[src/hdl/bmpp_pkg.sv]
// Shared types and constants for the binomial mod prime power block.
package bmpp_pkg;

   // Register indexes on the configuration port
   localparam int CSR_INDEX_WIDTH = 2;
   localparam logic [CSR_INDEX_WIDTH-1:0] CSR_PRIME    = 2'd0;
   localparam logic [CSR_INDEX_WIDTH-1:0] CSR_EXPONENT = 2'd1;
   localparam logic [CSR_INDEX_WIDTH-1:0] CSR_MODULUS  = 2'd2;

   localparam int EXP_WIDTH = 5;

   // Class of an item as decided by the front end
   typedef enum logic [1:0] {
      KIND_ZERO,
      KIND_ONE,
      KIND_NMOD,
      KIND_GRAN
   } kind_type;

   // Queue head status handed from front to back
   typedef struct packed {
      logic     valid;
      kind_type kind;
   } head_type;

endpackage

[src/hdl/bmpp_req_if.sv]
// Request and response channel interfaces.
interface bmpp_req_if #(parameter int AW = 32) ();
   logic          valid;
   logic          ready;
   logic [AW-1:0] top;
   logic [AW-1:0] choose;
   modport source (output valid, top, choose, input ready);
   modport sink   (input valid, top, choose, output ready);
endinterface

interface bmpp_rsp_if #(parameter int MW = 16) ();
   logic          valid;
   logic          ready;
   logic [MW-1:0] residue;
   modport source (output valid, residue, input ready);
   modport sink   (input valid, residue, output ready);
endinterface

[src/hdl/bmpp_div.sv]
// Restoring divider, one quotient bit per cycle.
module bmpp_div #(
   parameter int DW = 32
) (
   input  logic          clock,
   input  logic          reset,
   input  logic          start,
   input  logic [DW-1:0] dividend,
   input  logic [DW-1:0] divisor,
   output logic          busy,
   output logic          done,
   output logic [DW-1:0] quot,
   output logic [DW-1:0] rem
);
   localparam int CW = $clog2(DW);

   logic [DW-1:0] rem_ff, rem_in, quo_ff, quo_in, dvs_ff, dvs_in;
   logic [CW-1:0] cnt_ff, cnt_in;
   logic          busy_ff, busy_in, done_ff, done_in;
   logic [DW:0]   shifted, diff;

   // Load operands on start, else trial subtract of the next partial remainder
   always_comb begin
      shifted = {rem_ff, quo_ff[DW-1]};
      diff    = shifted - {1'b0, dvs_ff};
      rem_in  = rem_ff;
      quo_in  = quo_ff;
      dvs_in  = dvs_ff;
      cnt_in  = cnt_ff;
      busy_in = busy_ff;
      done_in = 1'b0;
      if (start) begin
         rem_in  = '0;
         quo_in  = dividend;
         dvs_in  = divisor;
         cnt_in  = '0;
         busy_in = 1'b1;
      end else if (busy_ff) begin
         if (!diff[DW]) begin
            rem_in = diff[DW-1:0];
            quo_in = {quo_ff[DW-2:0], 1'b1};
         end else begin
            rem_in = shifted[DW-1:0];
            quo_in = {quo_ff[DW-2:0], 1'b0};
         end
         cnt_in = cnt_ff + 1'b1;
         if (cnt_ff == CW'(DW - 1)) begin
            busy_in = 1'b0;
            done_in = 1'b1;
         end
      end
   end

   always_ff @(posedge clock) begin
      rem_ff <= rem_in;
      quo_ff <= quo_in;
      dvs_ff <= dvs_in;
      cnt_ff <= cnt_in;
      if (reset) begin
         busy_ff <= 1'b0;
         done_ff <= 1'b0;
      end else begin
         busy_ff <= busy_in;
         done_ff <= done_in;
      end
   end

   assign busy = busy_ff;
   assign done = done_ff;
   assign quot = quo_ff;
   assign rem  = rem_ff;
endmodule

[src/hdl/bmpp_front.sv]
// Front end: accept requests, classify them and queue them for the back end.
module bmpp_front #(
   parameter int AW = 32,
   parameter int MW = 16
) (
   input  logic               clock,
   input  logic               reset,
   bmpp_req_if.sink           req,
   input  logic [MW-1:0]      prime,
   input  logic [MW-1:0]      modulus,
   output bmpp_pkg::head_type head,
   output logic [AW-1:0]      head_top,
   output logic [AW-1:0]      head_choose,
   input  logic               pop
);
   localparam int DEPTH = 2;

   logic [AW-1:0]      top_ff [DEPTH];
   logic [AW-1:0]      cho_ff [DEPTH];
   bmpp_pkg::kind_type kind_ff [DEPTH];
   logic               wr_ff, wr_in, rd_ff, rd_in;
   logic [1:0]         cnt_ff, cnt_in;
   logic               push;
   bmpp_pkg::kind_type kind;

   // Classify the special cases
   always_comb begin
      if (modulus < MW'(2))
         kind = bmpp_pkg::KIND_ZERO;
      else if (req.choose > req.top)
         kind = bmpp_pkg::KIND_ZERO;
      else if (req.choose == '0 || req.choose == req.top)
         kind = bmpp_pkg::KIND_ONE;
      else if (req.choose == AW'(1) || req.choose == req.top - AW'(1))
         kind = bmpp_pkg::KIND_NMOD;
      else if (prime < MW'(2))
         kind = bmpp_pkg::KIND_ZERO;
      else
         kind = bmpp_pkg::KIND_GRAN;
   end

   assign req.ready = (cnt_ff != 2'(DEPTH));
   assign push      = req.valid && req.ready;

   // Advance queue pointers
   always_comb begin
      wr_in  = push ? ~wr_ff : wr_ff;
      rd_in  = pop ? ~rd_ff : rd_ff;
      cnt_in = cnt_ff + 2'(push) - 2'(pop);
   end

   always_ff @(posedge clock) begin
      if (push) begin
         top_ff[wr_ff]  <= req.top;
         cho_ff[wr_ff]  <= req.choose;
         kind_ff[wr_ff] <= kind;
      end
      if (reset) begin
         wr_ff  <= 1'b0;
         rd_ff  <= 1'b0;
         cnt_ff <= '0;
      end else begin
         wr_ff  <= wr_in;
         rd_ff  <= rd_in;
         cnt_ff <= cnt_in;
      end
   end

   assign head.valid  = (cnt_ff != '0);
   assign head.kind   = kind_ff[rd_ff];
   assign head_top    = top_ff[rd_ff];
   assign head_choose = cho_ff[rd_ff];
endmodule

[src/hdl/bmpp_back.sv]
// Back end: sequencer for the Granville evaluation over one shared divider.
module bmpp_back #(
   parameter int AW = 32,
   parameter int MW = 16
) (
   input  logic                              clock,
   input  logic                              reset,
   input  bmpp_pkg::head_type                head,
   input  logic [AW-1:0]                     head_top,
   input  logic [AW-1:0]                     head_choose,
   output logic                              pop,
   input  logic [MW-1:0]                     prime,
   input  logic [bmpp_pkg::EXP_WIDTH-1:0]    exponent,
   input  logic [MW-1:0]                     modulus,
   bmpp_rsp_if.source                        rsp
);
   localparam int DW = (AW > 2 * MW) ? AW : 2 * MW;
   localparam int TW = MW + 2;
   localparam int EW = $clog2(AW + 1);

   typedef enum logic [4:0] {
      S_IDLE, S_NMOD, S_DIGIT, S_XMOD, S_FACT, S_QUOT, S_CARRY, S_PMOD,
      S_LEAD, S_SIGN, S_EUC, S_EUCD, S_EUCM, S_EUCU, S_EUCEND,
      S_MMMUL, S_MMDIV, S_DWAIT, S_DONE
   } state_type;

   typedef enum logic [2:0] {
      R_FACT, R_FOLD, R_LEAD, R_FIN1, R_FIN2
   } ret_type;

   state_type            state_ff, from_ff;
   ret_type              ret_ff;
   logic [AW-1:0]        n_ff, k_ff, d_ff, nq_ff, kq_ff, dq_ff;
   logic [1:0]           sel_ff;
   logic [EW-1:0]        e0_ff, eq_ff, j_ff, cnt_ff;
   logic [MW-1:0]        num_ff, den_ff, acc_ff, x_ff, i_ff, cp_ff;
   logic [MW-1:0]        pmod_ff, lead_ff, inv_ff, mma_ff, mmb_ff, res_ff;
   logic [2*MW-1:0]      prod_ff;
   logic signed [TW-1:0] eu_t_ff, eu_nt_ff, eu_p_ff;
   logic [MW-1:0]        eu_r_ff, eu_nr_ff, eu_q_ff;
   logic                 rsp_valid_ff;
   logic [MW-1:0]        rsp_res_ff;

   logic                 div_go, div_busy, div_done;
   logic [DW-1:0]        div_a, div_b, div_quot, div_rem;
   logic [AW-1:0]        src;
   logic [AW:0]          ksum;
   logic [EW-1:0]        j_next;
   logic [MW-1:0]        cp_next, rem_m;
   logic signed [TW-1:0] inv_s;
   logic                 neg;

   bmpp_div #(.DW(DW)) u_div (
      .clock    (clock),
      .reset    (reset),
      .start    (div_go),
      .dividend (div_a),
      .divisor  (div_b),
      .busy     (div_busy),
      .done     (div_done),
      .quot     (div_quot),
      .rem      (div_rem)
   );

   // Select the divider operands for each launching state
   always_comb begin
      case (sel_ff)
         2'd0:    src = n_ff;
         2'd1:    src = k_ff;
         default: src = d_ff;
      endcase
      div_go = 1'b1;
      div_a  = DW'(n_ff);
      div_b  = DW'(modulus);
      case (state_ff)
         S_NMOD:  div_a = DW'(n_ff);
         S_XMOD:  div_a = DW'(src);
         S_QUOT: begin
            div_a = DW'(src);
            div_b = DW'(prime);
         end
         S_PMOD:  div_a = DW'(prime);
         S_MMDIV: div_a = DW'(prod_ff);
         S_EUCD: begin
            div_a = DW'(eu_r_ff);
            div_b = DW'(eu_nr_ff);
         end
         default: div_go = 1'b0;
      endcase
   end

   assign pop     = (state_ff == S_IDLE) && head.valid;
   assign ksum    = {1'b0, kq_ff} + {1'b0, dq_ff};
   assign j_next  = j_ff + 1'b1;
   assign cp_next = (cp_ff + 1'b1 == prime) ? '0 : cp_ff + 1'b1;
   assign rem_m   = MW'(div_rem);
   assign neg     = eq_ff[0] && !(prime == MW'(2) && exponent >= 5'd3);
   assign inv_s   = eu_t_ff + $signed(TW'(modulus));

   // Hold state and registered outputs
   always_ff @(posedge clock) begin
      if (reset) begin
         state_ff     <= S_IDLE;
         rsp_valid_ff <= 1'b0;
      end else begin
         // Drop a taken beat unless the next result loads this cycle
         if (rsp_valid_ff && rsp.ready && state_ff != S_DONE)
            rsp_valid_ff <= 1'b0;
         if (div_go) begin
            from_ff  <= state_ff;
            state_ff <= S_DWAIT;
         end
         case (state_ff)
            S_IDLE: begin
               if (head.valid) begin
                  n_ff   <= head_top;
                  k_ff   <= head_choose;
                  d_ff   <= head_top - head_choose;
                  num_ff <= MW'(1);
                  den_ff <= MW'(1);
                  e0_ff  <= '0;
                  eq_ff  <= '0;
                  j_ff   <= '0;
                  case (head.kind)
                     bmpp_pkg::KIND_ZERO: begin
                        res_ff   <= '0;
                        state_ff <= S_DONE;
                     end
                     bmpp_pkg::KIND_ONE: begin
                        res_ff   <= MW'(1);
                        state_ff <= S_DONE;
                     end
                     bmpp_pkg::KIND_NMOD: state_ff <= S_NMOD;
                     default:             state_ff <= S_DIGIT;
                  endcase
               end
            end
            S_DIGIT: begin
               sel_ff   <= 2'd0;
               state_ff <= (n_ff == '0) ? S_PMOD : S_XMOD;
            end
            S_FACT: begin
               if (i_ff > x_ff) begin
                  mma_ff   <= (sel_ff == 2'd0) ? num_ff : den_ff;
                  mmb_ff   <= acc_ff;
                  ret_ff   <= R_FOLD;
                  state_ff <= S_MMMUL;
               end else if (cp_ff != '0) begin
                  mma_ff   <= acc_ff;
                  mmb_ff   <= i_ff;
                  ret_ff   <= R_FACT;
                  state_ff <= S_MMMUL;
               end else begin
                  i_ff  <= i_ff + 1'b1;
                  cp_ff <= cp_next;
               end
            end
            S_CARRY: begin
               j_ff <= j_next;
               if ({1'b0, nq_ff} != ksum) begin
                  e0_ff <= e0_ff + 1'b1;
                  if (32'(j_next) >= 32'(exponent))
                     eq_ff <= eq_ff + 1'b1;
               end
               n_ff     <= nq_ff;
               k_ff     <= kq_ff;
               d_ff     <= dq_ff;
               state_ff <= S_DIGIT;
            end
            S_LEAD: begin
               if (cnt_ff < e0_ff) begin
                  mma_ff   <= lead_ff;
                  mmb_ff   <= pmod_ff;
                  ret_ff   <= R_LEAD;
                  state_ff <= S_MMMUL;
               end else begin
                  state_ff <= S_SIGN;
               end
            end
            S_SIGN: begin
               if (lead_ff == '0) begin
                  res_ff   <= '0;
                  state_ff <= S_DONE;
               end else begin
                  if (neg)
                     lead_ff <= modulus - lead_ff;
                  eu_t_ff  <= '0;
                  eu_nt_ff <= TW'(1);
                  eu_r_ff  <= modulus;
                  eu_nr_ff <= den_ff;
                  state_ff <= S_EUC;
               end
            end
            S_EUC:  state_ff <= (eu_nr_ff == '0) ? S_EUCEND : S_EUCD;
            S_EUCM: begin
               eu_p_ff  <= $signed({2'b00, eu_q_ff}) * eu_nt_ff;
               state_ff <= S_EUCU;
            end
            S_EUCU: begin
               eu_t_ff  <= eu_nt_ff;
               eu_nt_ff <= eu_t_ff - eu_p_ff;
               eu_r_ff  <= eu_nr_ff;
               eu_nr_ff <= rem_m;
               state_ff <= S_EUC;
            end
            S_EUCEND: begin
               if (eu_r_ff != MW'(1))
                  inv_ff <= '0;
               else if (eu_t_ff < 0)
                  inv_ff <= MW'(inv_s);
               else
                  inv_ff <= MW'(eu_t_ff);
               mma_ff   <= lead_ff;
               mmb_ff   <= num_ff;
               ret_ff   <= R_FIN1;
               state_ff <= S_MMMUL;
            end
            S_MMMUL: begin
               prod_ff  <= mma_ff * mmb_ff;
               state_ff <= S_MMDIV;
            end
            S_DWAIT: begin
               if (div_done) begin
                  case (from_ff)
                     S_NMOD: begin
                        res_ff   <= rem_m;
                        state_ff <= S_DONE;
                     end
                     S_XMOD: begin
                        x_ff     <= rem_m;
                        i_ff     <= MW'(1);
                        cp_ff    <= MW'(1);
                        acc_ff   <= MW'(1);
                        state_ff <= S_FACT;
                     end
                     S_QUOT: begin
                        case (sel_ff)
                           2'd0:    nq_ff <= AW'(div_quot);
                           2'd1:    kq_ff <= AW'(div_quot);
                           default: dq_ff <= AW'(div_quot);
                        endcase
                        if (sel_ff == 2'd2) begin
                           sel_ff   <= 2'd0;
                           state_ff <= S_CARRY;
                        end else begin
                           sel_ff   <= sel_ff + 1'b1;
                           state_ff <= S_QUOT;
                        end
                     end
                     S_PMOD: begin
                        pmod_ff  <= rem_m;
                        lead_ff  <= MW'(1);
                        cnt_ff   <= '0;
                        state_ff <= S_LEAD;
                     end
                     S_EUCD: begin
                        eu_q_ff  <= MW'(div_quot);
                        state_ff <= S_EUCM;
                     end
                     default: begin
                        case (ret_ff)
                           R_FACT: begin
                              acc_ff   <= rem_m;
                              i_ff     <= i_ff + 1'b1;
                              cp_ff    <= cp_next;
                              state_ff <= S_FACT;
                           end
                           R_FOLD: begin
                              if (sel_ff == 2'd0)
                                 num_ff <= rem_m;
                              else
                                 den_ff <= rem_m;
                              if (sel_ff == 2'd2) begin
                                 sel_ff   <= 2'd0;
                                 state_ff <= S_QUOT;
                              end else begin
                                 sel_ff   <= sel_ff + 1'b1;
                                 state_ff <= S_XMOD;
                              end
                           end
                           R_LEAD: begin
                              lead_ff  <= rem_m;
                              cnt_ff   <= cnt_ff + 1'b1;
                              state_ff <= S_LEAD;
                           end
                           R_FIN1: begin
                              mma_ff   <= rem_m;
                              mmb_ff   <= inv_ff;
                              ret_ff   <= R_FIN2;
                              state_ff <= S_MMMUL;
                           end
                           default: begin
                              res_ff   <= rem_m;
                              state_ff <= S_DONE;
                           end
                        endcase
                     end
                  endcase
               end
            end
            S_DONE: begin
               if (!rsp_valid_ff || rsp.ready) begin
                  rsp_valid_ff <= 1'b1;
                  rsp_res_ff   <= res_ff;
                  state_ff     <= S_IDLE;
               end
            end
            default: ;
         endcase
      end
   end

   assign rsp.valid   = rsp_valid_ff;
   assign rsp.residue = rsp_res_ff;

`ifndef NO_ASSERTIONS
   a_div_idle: assert property (@(posedge clock) disable iff (reset)
      div_go |-> !div_busy)
      else $error("divider launched while busy");
   a_eq_le_e0: assert property (@(posedge clock) disable iff (reset)
      eq_ff <= e0_ff || state_ff == S_IDLE)
      else $error("high carry count exceeds total carry count");
   a_wait_done: assert property (@(posedge clock) disable iff (reset)
      (state_ff == S_DWAIT && !div_busy && !div_done) |-> $past(div_go))
      else $error("waiting on an idle divider");
   a_pop_idle: assert property (@(posedge clock) disable iff (reset)
      pop |=> state_ff != S_IDLE)
      else $error("popped item not taken up");
`endif
endmodule

[src/hdl/binomial_mod_prime_power.sv]
// Top level of the binomial coefficient modulo a prime power block.
//
// Usage:
//   req carries one item (top = n, choose = k) per beat; rsp returns one beat
//   with residue = binom(n,k) mod modulus for each request, in order.
//   Configuration: csr_write with csr_index 0 (prime), 1 (exponent) or
//   2 (modulus) and csr_data; modulus must equal prime**exponent. Write only
//   while no request is in flight.
//   Trivial cases (k > n, k = 0, k = n) go from the queue to the result
//   register without the divider; k = 1 or k = n-1 take one divide of n by
//   modulus. The divider is DW = max(ARG_WIDTH, 2*MOD_WIDTH) bits wide.
//   The general case walks every base-p digit of n; per digit it builds three
//   p-free factorials with one modular multiply per factor, and each modular
//   multiply runs on the single shared divider.
//   A two-beat queue takes new requests while an item is worked on, and a
//   result register holds the response when rsp is stalled; the sequencer
//   waits on a stalled result before starting the next item.
//   Reset (synchronous, active high) empties the queue, drops any pending
//   response and restores prime = 2, exponent = 1, modulus = 2.
module binomial_mod_prime_power #(
   parameter int ARG_WIDTH = 32,
   parameter int MOD_WIDTH = 16
) (
   input  logic                                 clock,
   input  logic                                 reset,
   bmpp_req_if.sink                             req,
   bmpp_rsp_if.source                           rsp,
   input  logic                                 csr_write,
   input  logic [bmpp_pkg::CSR_INDEX_WIDTH-1:0] csr_index,
   input  logic [((MOD_WIDTH > 5) ? MOD_WIDTH : 5)-1:0] csr_data
);
   logic [MOD_WIDTH-1:0]           prime_ff, modulus_ff;
   logic [bmpp_pkg::EXP_WIDTH-1:0] exponent_ff;
   bmpp_pkg::head_type             head;
   logic [ARG_WIDTH-1:0]           head_top, head_choose;
   logic                           pop;

   // Hold configuration registers
   always_ff @(posedge clock) begin
      if (reset) begin
         prime_ff    <= MOD_WIDTH'(2);
         exponent_ff <= 5'd1;
         modulus_ff  <= MOD_WIDTH'(2);
      end else if (csr_write) begin
         case (csr_index)
            bmpp_pkg::CSR_PRIME:    prime_ff    <= csr_data[MOD_WIDTH-1:0];
            bmpp_pkg::CSR_EXPONENT: exponent_ff <= csr_data[4:0];
            bmpp_pkg::CSR_MODULUS:  modulus_ff  <= csr_data[MOD_WIDTH-1:0];
            default: ;
         endcase
      end
   end

   bmpp_front #(.AW(ARG_WIDTH), .MW(MOD_WIDTH)) u_front (
      .clock       (clock),
      .reset       (reset),
      .req         (req),
      .prime       (prime_ff),
      .modulus     (modulus_ff),
      .head        (head),
      .head_top    (head_top),
      .head_choose (head_choose),
      .pop         (pop)
   );

   bmpp_back #(.AW(ARG_WIDTH), .MW(MOD_WIDTH)) u_back (
      .clock       (clock),
      .reset       (reset),
      .head        (head),
      .head_top    (head_top),
      .head_choose (head_choose),
      .pop         (pop),
      .prime       (prime_ff),
      .exponent    (exponent_ff),
      .modulus     (modulus_ff),
      .rsp         (rsp)
   );
endmodule
[src/flat_wrapper.sv]
// flat-port wrapper written by rule: the top's interface ports become plain ports
module binomial_mod_prime_power_flat 
#(
   parameter int ARG_WIDTH = 32,
   parameter int MOD_WIDTH = 16
)
  (clock, reset, csr_write, csr_index, csr_data, req_valid, req_top, req_choose, req_ready, rsp_valid, rsp_residue, rsp_ready);
  bmpp_req_if req_i ();
  bmpp_rsp_if rsp_i ();
  input  logic clock;
  input  logic reset;
  input  logic csr_write;
  input  logic [bmpp_pkg::CSR_INDEX_WIDTH-1:0] csr_index;
  input  logic [((MOD_WIDTH > 5) ? MOD_WIDTH : 5)-1:0] csr_data;
  input wire logic [$bits(req_i.valid)-1:0] req_valid;
  input wire logic [$bits(req_i.top)-1:0] req_top;
  input wire logic [$bits(req_i.choose)-1:0] req_choose;
  output wire logic [$bits(req_i.ready)-1:0] req_ready;
  output wire logic [$bits(rsp_i.valid)-1:0] rsp_valid;
  output wire logic [$bits(rsp_i.residue)-1:0] rsp_residue;
  input wire logic [$bits(rsp_i.ready)-1:0] rsp_ready;
  assign req_i.valid = req_valid;
  assign req_i.top = req_top;
  assign req_i.choose = req_choose;
  assign req_ready = req_i.ready;
  assign rsp_valid = rsp_i.valid;
  assign rsp_residue = rsp_i.residue;
  assign rsp_i.ready = rsp_ready;
  binomial_mod_prime_power #(.ARG_WIDTH(ARG_WIDTH), .MOD_WIDTH(MOD_WIDTH)) u_core (.clock(clock), .reset(reset), .req(req_i), .rsp(rsp_i), .csr_write(csr_write), .csr_index(csr_index), .csr_data(csr_data));
endmodule
[config.mk]
export PLATFORM = sky130hd
export DESIGN_NAME = binomial_mod_prime_power_flat
export DESIGN_NICKNAME = d
export VERILOG_FILES = /design/src/hdl/bmpp_pkg.sv /design/src/hdl/bmpp_req_if.sv /design/src/hdl/bmpp_div.sv /design/src/hdl/bmpp_front.sv /design/src/hdl/bmpp_back.sv /design/src/hdl/binomial_mod_prime_power.sv /design/src/flat_wrapper.sv
export SDC_FILE = /design/constraint.sdc
export NUM_CORES = 2
export LEC_CHECK = 0
export BUFFER_PORTS_ARGS = -buffer_cell sky130_fd_sc_hd__buf_4
export CAP_MARGIN = 20
export CELL_PAD_IN_SITES_DETAIL_PLACEMENT = 0
export CELL_PAD_IN_SITES_GLOBAL_PLACEMENT = 2
export CORE_ASPECT_RATIO = 1.2
export CORE_UTILIZATION = 47
export CTS_CLUSTER_SIZE = 16
export DETAILED_ROUTE_END_ITERATION = 10
export GPL_TIMING_DRIVEN = 1
export MAX_ROUTING_LAYER = met4
export PLACE_DENSITY = 0.91
export SYNTH_ARGS = -nofsm -noshare
export SYNTH_HDL_FRONTEND = slang
export SYNTH_SLANG_ARGS = --single-unit
[constraint.sdc]
create_clock -name clock -period 15.49 [get_ports clock]
set_input_delay 2.3235 -clock clock [delete_from_list [all_inputs] [get_ports clock]]
set_output_delay 2.3235 -clock clock [all_outputs]
set_load 0.01 [all_outputs]
# Yosys cells after proc, flatten, opt, wreduce, memory -nomap -nowiden
# Memory sizes are Yosys's and may differ from the RTL's. A register that Yosys moved wholly into a read port is not among the register bits.
# Cells that the tools add are included.
# classes
n_reduce_logical	71
n_eq_ne	67
n_div	0
n_mux	134
magnitude_cmp	8
n_shift	0
mul	2
bitwise_logic	7
add_sub_neg	17
# op_table
operator	count
2-to-1 mux 16 bit	43
case mux 16 bit (2 select lines)	14
case mux 32 bit (2 select lines)	4
2-to-1 mux 32 bit	6
case mux 16 bit (4 select lines)	2
case mux 32 bit (4 select lines)	1
case mux 18 bit (2 select lines)	2
case mux 5 bit (13 select lines)	1
equality test 32 bit	2
logical NOT 32 bit	2
case mux 16 bit (3 select lines)	1
case mux 6 bit (2 select lines)	4
equality test 5 x 4 -> 1 bit (second input constant)	9
2-to-1 mux 18 bit	2
!= test 2 bit (second input constant)	18
2-to-1 mux 5 bit	7
AND reduction 5 bit	7
AND reduction 7 bit	5
adder 32 x 32 -> 33 bit	1
!= test 32 x 33 -> 1 bit	1
subtractor 33 x 32 -> 33 bit	1
adder 16 x 1 -> 16 bit (second input constant)	2
equality test 32 x 1 -> 1 bit (second input constant)	1
greater-than comparator 32 bit	1
64 further kinds	169
# totals
regBits	718
n_memories	3
latch_bits	0
rom_bits	0
mem_bits_rw	132
elab_cells	356
# memory_table
memory	depth	width	rd	rd_clocked_by_memory_dff	write_ports	line_no	source
u_core.u_front.cho_ff	2	32	1	1	1	bmpp_front.sv:19	logic [AW-1:0] cho_ff [DEPTH];
u_core.u_front.top_ff	2	32	1	1	1	bmpp_front.sv:18	logic [AW-1:0] top_ff [DEPTH];
u_core.u_front.kind_ff	2	2	1	1	1	bmpp_front.sv:20	bmpp_pkg::kind_type kind_ff [DEPTH];

# Longest topological paths before layout
# depth
ltp_word	7
ltp_mapped	25

# By module
# From an unflattened synthesis, not the netlist that was laid out.
# unflattened
hier_cells	5618
hier_area_um2	58234.6
# modules_own_cells
mod	area_per_inst_um2	cells_each	instances
bmpp_back	43867.1	4387	1
bmpp_front	7041.8	526	1
bmpp_div	5776.8	560	1
binomial_mod_prime_power	1549.0	145	1

# Worst setup path after synthesis
# OpenSTA, ideal clock, no wires.
# synth_path
path_type	input to register
startpoint	input reset
endpoint	register u_core.u_back.eu_nr_ff[0] (enable)
stages	2
setup_time_ns	0.661
slack_ns	5.785
arrival_ns	9.043
path_cell_list	clkbuf_1 nor4_1
# synth_between
elab_chain_len	2
# synth_lines
item	line_no	source
start, declared	flat_wrapper.sv:11	input logic reset;
inverter 1 bit (no line)	--	
AND reduction 3 bit (no line)	--	
end signal, assigned	bmpp_back.sv:190	eu_nr_ff <= den_ff;
end signal, assigned	bmpp_back.sv:203	eu_nr_ff <= rem_m;
end, declared	bmpp_back.sv:40	logic [MW-1:0] eu_r_ff, eu_nr_ff, eu_q_ff;
# Every way passes these cells.
# A chain may end at the register's enable or synchronous reset.

# Worst setup path after layout
# layout_path
startpoint	register u_core.u_back.mma_ff[10]
endpoint	register u_core.u_back.prod_ff[30], data pin
# layout_between
elab_chain_len	1
# layout_lines
item	line_no	source
start, declared	bmpp_back.sv:37	logic [MW-1:0] pmod_ff, lead_ff, inv_ff, mma_ff, mmb_ff, res_ff;
start signal, assigned	bmpp_back.sv:144	mma_ff <= (sel_ff == 2'd0) ? num_ff : den_ff;
start signal, assigned	bmpp_back.sv:172	mma_ff <= lead_ff;
start signal, assigned	bmpp_back.sv:213	mma_ff <= lead_ff;
multiplier 16 x 16 -> 32 bit	bmpp_back.sv:219	prod_ff <= mma_ff * mmb_ff;
end signal, assigned	bmpp_back.sv:219	
end, declared	bmpp_back.sv:38	logic [2*MW-1:0] prod_ff;
# Every way passes these cells.

==> out/qor.yml <==
setup_violations: 0
die_w_um: 317
pwr-share-seq_pct: 40.1
synth_edf_count: 743
fp.dieH_um: 380
internal-power_uw: 5270
grt.busiest_layer: "met2"
synth_area_leaders: "edfxtp_1, fa_1, ha_1"
grt_pass1_vias: 39607
crit_path_max_fanout: 16
diodes: 0
critPathKind: "register to register"
worst_slew_pin_slew_ns: 1.01
synthFlopType: "edfxtp_1"
outcome: "complete, no violations"
synthArstFlopShare_pct: 0
via_count: 40108
min_path_type: "register to register"
core-area_um2: 118000
cp.required_ns: 15.94
drt-wirelength-per-cell_um: 23.0
placementRows: 138
slew_violations: 0
cts_tree: "done"
use_met1_pct: 36.0
fin_crit_ns: 7.32
numCtsBuffers: 89
firstDrtPassIters: 8
met2_usage_pct: 44.8
yosysTopAreaCellShare_pct: 40.0
syn_avg_cell_area_um2: 10.5
p_total_uw: 8170
numPortBuffers: 104
clk_pin_slew_ns: 0.07
wl_um: 161000
drtIter0Drc: 3573
fillers: 10652
synth_top_area_cell: "edfxtp_1"
power_frac_comb_pct: 33.2
final_cell_mix: "edfxtp_1, nand2_1, inv_1"
hold_violations: 0
switchingPower_uw: 2910
synth_seq_cells: 830
ant_nets: 0
pwr-share-clk_pct: 26.7
area_growth_pct: 9.75
io_pins: 105
use_met3_pct: 2.95
ys.warnings.count: 0
start_kind: "register"
die_area_um2: 120000
rsz0062_at_grt: "no"
cts_hold_buf: 0
p_sw_share_pct: 35.6
place.gp.congestion: 0.950
seq_area_um2: 24100
multi_input_area_um2: 29100
critPathCaptureType: "register"
fin_nets: 6116
clk_latency_ns: 0.70
antenna_found_initial: 1
clk_path_buf_depth: 3
start_util_pct: 47.3
grt_pass1_wl_um: 243000
synth_cell_types: 90
setup_tns_ns: 0
mostFrequentLayoutCell: "edfxtp_1"
holdWs_ns: 0.413
cts_sinks: 830
grt_max_degree: 85
route.detailed.drc: 0
period_share_pct: 47.2
cts-htree-levels: 3
power_leakage_uw: 0.0247
drive_gt1_share_pct: 7.85
final_area_um2: 61300
finClkSkew_ns: 0.0270
pwr_density_cell_nw_per_um2: 133
place_hpwl_um: 122000
clockRootBuffer: "clkbuf_16"
maxCapViolCount: 0
ir_drop_mv: 0.0979
largestRegisters: "u_core.u_front.cho_ff (64), u_core.u_front.top_ff (64)"
cts_resized: 0
post-cts-setup-buffers: 0
seq_area_frac_synth_pct: 43.1
synth_nets: 6077
syn-cell-area_um2: 55800
fmax_mhz: 137
postPlaceCellArea_um2: 58300
maxSlewHeadroom_pct: 32.4
cp.arrival_ns: 7.77
synth_cells: 5326
overflow: 0
globalRouteTotalUtil_pct: 27.6
vias_per_cell: 5.75
## power by group through the flow
stage               registers, µW  clock network [µW]  logic (µW)
CTS                          3270                2220        2730
finish                       3280                2180        2710
detailed placement           3320                   0        2700
global route                 3300                2290        3010
floorplan                    3170                   0        1950
global placement             3310                   0        2670
## synthesized netlist by cell type, types with 48 or more instances
cell	instances
a21o_1	50
edfxtp_1	743
nand4_1	48
o21ai_0	184
a21oi_1	353
xor2_1	117
inv_1	550
nor4_1	54
xnor2_1	194
mux2_2	60
and2_1	218
nor2_1	330
mux2i_1	108
nand2_1	629
nand2b_1	51
nor3_1	77
ha_1	356
dfxtp_1	87
fa_1	308
nand3_1	90
clkbuf_1	189
## metrics by stage
| stage | worst slack, ns | cells | utilization, % |
|---|---|---|---|
| 2_1_floorplan | 5.79 | 5326 | - |
| 3_3_place_gp | 8.22 | 6811 | 49.4 |
| 3_5_place_dp | 8.19 | 6811 | 49.4 |
| 4_1_cts | 8.18 | 6975 | 51.9 |
| 5_1_grt | 7.71 | 6978 | 52.0 |
| 6_report | 8.17 | 6978 | 52.0 |
## area by class of cell
type	instances	share of cell area, %
multi-input cells	3733	47.4
well taps	1540	3.15
clock inverters	48	0.831
clock buffers	116	3.99
repair buffers	160	1.97
flip-flops and latches	830	39.3
inverters	551	3.38
## cell families (layout without fill, tap and decap cells)
logic type / count (synthesis) / in the layout / share of synthesized area, %
AND/OR/NAND/NOR: 1655 / 1655 / 14.2
AO/OA/AOI/OAI: 934 / 934 / 10.5
flip-flops: 830 / 830 / 43.1
buffers and inverters: 763 / 875 / 5.18
adder cells (fa/ha/maj): 664 / 664 / 19.0
XOR/XNOR: 311 / 311 / 4.88
multiplexers: 169 / 169 / 3.17
## final timing paths
path	startpoint	to	slack, ns	cells past startpoint
max	u_core.u_back.mma_ff[10]$_DFFE_PP_	u_core.u_back.prod_ff[30]$_DFFE_PP_	8.17	22
min	u_core.u_back.res_ff[7]$_DFFE_PP_	u_core.u_back.rsp.residue[7]$_DFFE_PP_	0.41	0
max reg2reg	u_core.u_back.mma_ff[10]$_DFFE_PP_	u_core.u_back.prod_ff[30]$_DFFE_PP_	8.17	22
min reg2reg	u_core.u_back.res_ff[7]$_DFFE_PP_	u_core.u_back.rsp.residue[7]$_DFFE_PP_	0.41	0
## worst max-delay path, cell delays in order (launching register included)
cell and delay, ns:
edfxtp_1 0.76, nand2_1 0.17, fa_1 0.55, fa_1 0.59, fa_1 0.46, fa_1 0.55
inv_1 0.05, fa_1 0.47, inv_1 0.05, fa_1 0.47, inv_1 0.04, ha_1 0.35
a21o_1 0.21, a21o_1 0.17, a21oi_1 0.20, o21ai_0 0.15, o21ai_0 0.28, a21oi_1 0.10
a2111oi_0 0.65, o21ai_0 0.24, a31o_2 0.29, a21oi_1 0.17, xnor2_1 0.09
## routing by layer
metal / wire length (µm) / part of all wire, %
met1: 67500 / 42
met2: 78100 / 49
met3: 9490 / 5.9
met4: 5550 / 3.5
met5: 0 / 0
Power figures use the tool's default switching activity.
